[config.mk]
export PLATFORM = sky130hd
export DESIGN_NAME = mct_ctrl
export DESIGN_NICKNAME = d
export VERILOG_FILES = /design/src/hdl/mct_pkg.sv /design/src/hdl/mct_ctrl.sv
export SDC_FILE = /design/constraint.sdc
export NUM_CORES = 1
export LEC_CHECK = 0
export BUFFER_PORTS_ARGS = -buffer_cell sky130_fd_sc_hd__buf_2
export CAP_MARGIN = 0
export CORE_AREA = 2 2 39 41
export DETAILED_ROUTE_END_ITERATION = 8
export DIE_AREA = 0 0 41 43
export SLEW_MARGIN = 25
export SYNTH_ARGS = -nofsm -noshare
export SYNTH_HDL_FRONTEND = slang
export SYNTH_SLANG_ARGS = --single-unit
[constraint.sdc]
create_clock -name clk -period 1.6 [get_ports clk]
set_input_delay 0.08 -clock clk [delete_from_list [all_inputs] [get_ports clk]]
set_output_delay 0.08 -clock clk [all_outputs]
set_load 0.005 [all_outputs]
[src/hdl/mct_pkg.sv]
package mct_pkg;
	localparam int MARKER_COUNT = 256;
	localparam logic [16:0] CONF_ONE = 17'd32768;
	localparam logic [15:0] SMALL_SIZE = 16'd16;

	localparam logic [1:0] REQ_OBS = 2'd0;
	localparam logic [1:0] REQ_DECAY = 2'd1;
	localparam logic [1:0] REQ_VISIT = 2'd2;
	localparam logic [1:0] REQ_NONE = 2'd3;

	localparam logic [1:0] ST_CAND = 2'd0;
	localparam logic [1:0] ST_TRACK = 2'd1;
	localparam logic [1:0] ST_CONF = 2'd2;
	localparam logic [1:0] ST_VISIT = 2'd3;

	localparam logic [2:0] CFG_GAIN = 3'd0;
	localparam logic [2:0] CFG_UNST = 3'd1;
	localparam logic [2:0] CFG_ABS = 3'd2;
	localparam logic [2:0] CFG_CONFIRM = 3'd3;
	localparam logic [2:0] CFG_SWAY = 3'd4;
	localparam logic [2:0] CFG_POS = 3'd5;
	localparam logic [2:0] CFG_SIZE = 3'd6;

	typedef struct packed {
		logic [15:0] gain;
		logic [15:0] unst;
		logic [15:0] absd;
		logic [15:0] confirm;
		logic [15:0] sway;
		logic [15:0] pos;
		logic [15:0] size;
	} cfg_t;

	typedef struct packed {
		logic       load;     // capture request, read entry at req id
		logic       rd_idx;   // read entry at sweep index
		logic       calc;     // stage computation of read entry
		logic       upd_obs;  // finish observation
		logic       upd_vis;  // finish mark visited
		logic       upd_dec;  // finish one sweep entry
		logic       idx_clr;
		logic       idx_inc;
	} cmd_t;

	typedef struct packed {
		logic [1:0] req;
		logic       last_idx;
		logic       id_ok;
	} stat_t;

	function automatic logic [15:0] sat16(input logic [17:0] v);
		sat16 = (v > {1'b0, CONF_ONE}) ? CONF_ONE[15:0] : v[15:0];
	endfunction

	function automatic logic [1:0] classify(input logic [15:0] c, input logic [15:0] lvl);
		if (c >= lvl) classify = ST_CONF;
		else if ({c, 1'b0} >= {1'b0, lvl}) classify = ST_TRACK;
		else classify = ST_CAND;
	endfunction
endpackage

[src/hdl/mct_ctrl.sv]
module mct_ctrl import mct_pkg::*; (
	input  logic  clk,
	input  logic  arst_n,
	input  logic  in_valid,
	output logic  in_stall,
	output logic  out_valid,
	input  logic  out_stall,
	input  stat_t st,
	output cmd_t  cmd
);
	localparam logic [2:0] S_IDLE = 3'd0;
	localparam logic [2:0] S_CALC = 3'd1;
	localparam logic [2:0] S_UPD = 3'd2;
	localparam logic [2:0] S_DRD = 3'd3;
	localparam logic [2:0] S_DCALC = 3'd4;
	localparam logic [2:0] S_DUPD = 3'd5;

	logic [2:0] state_q;
	logic out_valid_q;
	logic fin;

	// input taken when idle and no result pending
	assign in_stall = (state_q != S_IDLE) || out_valid_q;
	assign out_valid = out_valid_q;

	always_comb begin
		cmd = '0;
		fin = 1'b0;
		unique case (state_q)
			S_IDLE: begin
				cmd.load = in_valid && !out_valid_q;
				cmd.idx_clr = cmd.load;
			end
			S_CALC: cmd.calc = 1'b1;
			S_UPD: begin
				cmd.upd_obs = (st.req == REQ_OBS) && st.id_ok;
				cmd.upd_vis = (st.req == REQ_VISIT) && st.id_ok;
				fin = 1'b1;
			end
			S_DRD: cmd.rd_idx = 1'b1;
			S_DCALC: cmd.calc = 1'b1;
			S_DUPD: begin
				cmd.upd_dec = 1'b1;
				cmd.idx_inc = 1'b1;
				fin = st.last_idx;
			end
			default: ;
		endcase
	end

	always_ff @(posedge clk or negedge arst_n) begin
		if (!arst_n) begin
			state_q <= S_IDLE;
			out_valid_q <= 1'b0;
		end else begin
			if (out_valid_q && !out_stall) out_valid_q <= 1'b0;
			if (fin) out_valid_q <= 1'b1;
			unique case (state_q)
				S_IDLE: if (cmd.load) state_q <= S_CALC;
				S_CALC: state_q <= (st.req == REQ_DECAY) ? S_DRD : S_UPD;
				S_UPD: state_q <= S_IDLE;
				S_DRD: state_q <= S_DCALC;
				S_DCALC: state_q <= S_DUPD;
				S_DUPD: state_q <= st.last_idx ? S_IDLE : S_DRD;
				default: state_q <= S_IDLE;
			endcase
		end
	end
endmodule

==> metrics.txt <==
cell taking the most area after synthesis=dfrtp_1; Setup TNS Final=0 ns; share of power burned in registers=35.1%; I/O pin total=18; layout cells sized above 1=about half; Syn Std Cell Area=280.3 µm²; Sw Pwr=about 240 µW; Slew @ Worst Pin=~0.29 ns; post-CTS setup buffers=0; crit path DAT=1.31 ns; status=completed; Die Y-Extent=about 43 µm; slowest stage delay, CP=~0.47 ns; antenna violations before repair=0; Tot GR Track Use=approximately 7.0%; Vias=~270; post-synth cell types=19; # clock sinks=4; Synth async-reset ratio=between 90% and 100%; input/output buffers=17; first-pass GRT wire length=between 800 and 900 µm; Clock Skew=0.001750 ns; TritonRoute pass-1 iters=4; H-Tree Depth=1; wire per inst=between 8 and 9 µm; Syn Inst Count=31; die width=41 µm; Core Region=between 0.001 and 0.0015 mm²; Synth top area share=~36%; CTS Buffer Depth=2; most frequent cells after synthesis=5 x nor2_1, 4 x dfrtp_1, 3 x nand2_1; fin crit share=87.19%; Most used DFF post-synth=dfrtp_1; Worst-Skew Late Latency=approximately 0.23 ns; hold_ws=approximately 0.056 ns; Critical Path Sink Type=output port; CP Launch Type=register; vias in the first global route=approximately 250; Avg Cell Area, Syn=approximately 9.0 µm²; DRC=0; sequential area share after synthesis=between 30% and 40%; TritonCTS clock tree=yes; LEAKAGE=~0.00021 µW; fillers=about 160; CP max-delay cell=dfrtp_1; clock share of power=roughly a fifth; FP Rows=14; vias per cell=between 4 and 5; max frequency=slightly above 700 MHz; unrepaired setup endpoints after global routing=false; Ys Warns=0; synth top area cells=dfrtp_1 36%, nor2_1 6.7%, a221oi_2 5.4%; pins over their slew limit=0; worst vdd ir=605.2 µV; RePlAce Congestion=0.6856; Synth-to-Final Area Change=39.73%; cts bufs inserted=3; combinational share of power=a little under half; crit-path cells=nor2_4, nand2_2, nor4b_2, buf_2; syn nets=39; wirelength, routed=roughly 570 µm; Nets=59; FF/Latch Area=100.1 µm²; worst min-delay path category=input port to register; dpl hpwl=464.2 µm; clk slew on worst S/H paths=approximately 0.040 ns; post-route ant nets=0; most frequent cell after synthesis=nor2_1; Critical Path RT=~1.5 ns; die area=~0.0018 mm²; Max-slew headroom=approximately four fifths; area taken by multi-input logic gates=~150 µm²; internal power=between 300 and 400 µW; #FFs+latches synth=4; root buf cell=clkbuf_4; Fin. Hold Viols=0; maxcap violations=0; starting density of the core=between 20% and 30%; Setup Viol. Count Final=0; P per Cell Area=1581 mW/mm²; largest net degree at the start of global routing=8; Net Sw Frac=around 39%; Remaining Overflow, GRT=0; Starting DRT DRC Count=5; Antenna diodes=0; critical path class=register to output port; Period minus WS final=~1.4 ns; Crit Path Max Fanout=7; EDFF count, synth=0
[layout by cell type, fill, tap and decap left out]
master / instances
a221oi_2: 1
clkbuf_4: 3
a21oi_1: 1
inv_2: 1
a21o_1: 1
inv_1: 1
dlygate4sd3_1: 1
nand2_1: 3
nand2b_1: 2
and3_1: 2
nor4b_2: 1
o211ai_1: 1
nor2_4: 1
buf_2: 17
xnor2_1: 1
a2bb2oi_1: 1
dfrtp_1: 4
nor2_1: 5
nand2_2: 1
nor4_1: 1
[layout make-up]
class / count / share of cell area, %
multi-input cells: 22 / 37.38
clock buffers: 3 / 5.751
well taps: 16 / 5.112
inverters: 2 / 1.917
flip-flops and latches: 4 / 25.56
repair buffers: 18 / 24.28
[flip-flops by register name, indices dropped and copies added (netlist names)]
| name | flops |
|---|---|
| out_valid | 1 |
| state_q | 3 |
[stage by stage]
| step | setup slack, ns | total power (µW) | std cells | utilization (%) | instance area, µm² |
|---|---|---|---|---|---|
| finish | 0.2050 | 619.3 | 65 | 28.30 | 391.6 |
| global route | 0.1169 | 675.3 | 65 | 28.30 | 391.6 |
| detailed placement | 0.4358 | 502.7 | 61 | 25.95 | 359.1 |
| global placement | 0.4553 | 504.3 | 61 | 25.95 | 359.1 |
| floorplan | 0.5956 | 415.1 | 31 | - | 280.3 |
| CTS | 0.1852 | 632.6 | 65 | 28.30 | 391.6 |
[worst max-delay path, delay by kind of cell (launching register included)]
kind	cells	cell delay (ns)
buffers and inverters	1	0.14
DFF	1	0.47
and+or+nand+nor	3	0.47
[routing by layer]
metal,global-route usage [%],part of all wire (%),up-vias
li1,-,-,140
met1,6.863,44,121
met2,11.25,51,7
met3,1.571,5.8,0
met4,6.000,0,0
met5,0,0,-
[logic make-up after synthesis]
| group | after synthesis | share of synthesized area (%) |
|---|---|---|
| xor gates and xnor gates | 1 | 3.126 |
| DFF | 4 | 35.72 |
| buffers and inverters | 5 | 12.05 |
| AOI/OAI and AO/OA | 5 | 15.62 |
| and+or+nand+nor | 16 | 33.48 |
[power by group through the flow]
stage / sequential [µW] / combinational, µW / clock [µW]
after floorplan: 193 / 222 / 0
after global placement: 216 / 288 / 0
after detailed placement: 216 / 286 / 0
after CTS: 215 / 289 / 129
after global routing: 224 / 322 / 129
final: 217 / 282 / 120
[path summary, 6_finish.rpt]
check,cells past startpoint,endpoint,startpoint,slack [ns]
worst min register to register,1,state_q[0],state_q[1],0.57
worst max register to register,3,state_q[0],state_q[2],0.54
min in group asynchronous,2,state_q[1],arst_n,0.18
worst min-delay path,2,state_q[1],st[1],0.06
worst max-delay path,4,cmd[3],state_q[2],0.21
max in group asynchronous,2,state_q[2],arst_n,1.31
[what timing repair did]
| item | CTS | global route |
|---|---|---|
| hold buffers | 1 | 0 |
| resized for setup | 0 | 0 |
| endpoints found under the hold margin | 4 | 0 |
Note: power is estimated with default switching activity, not from simulation.
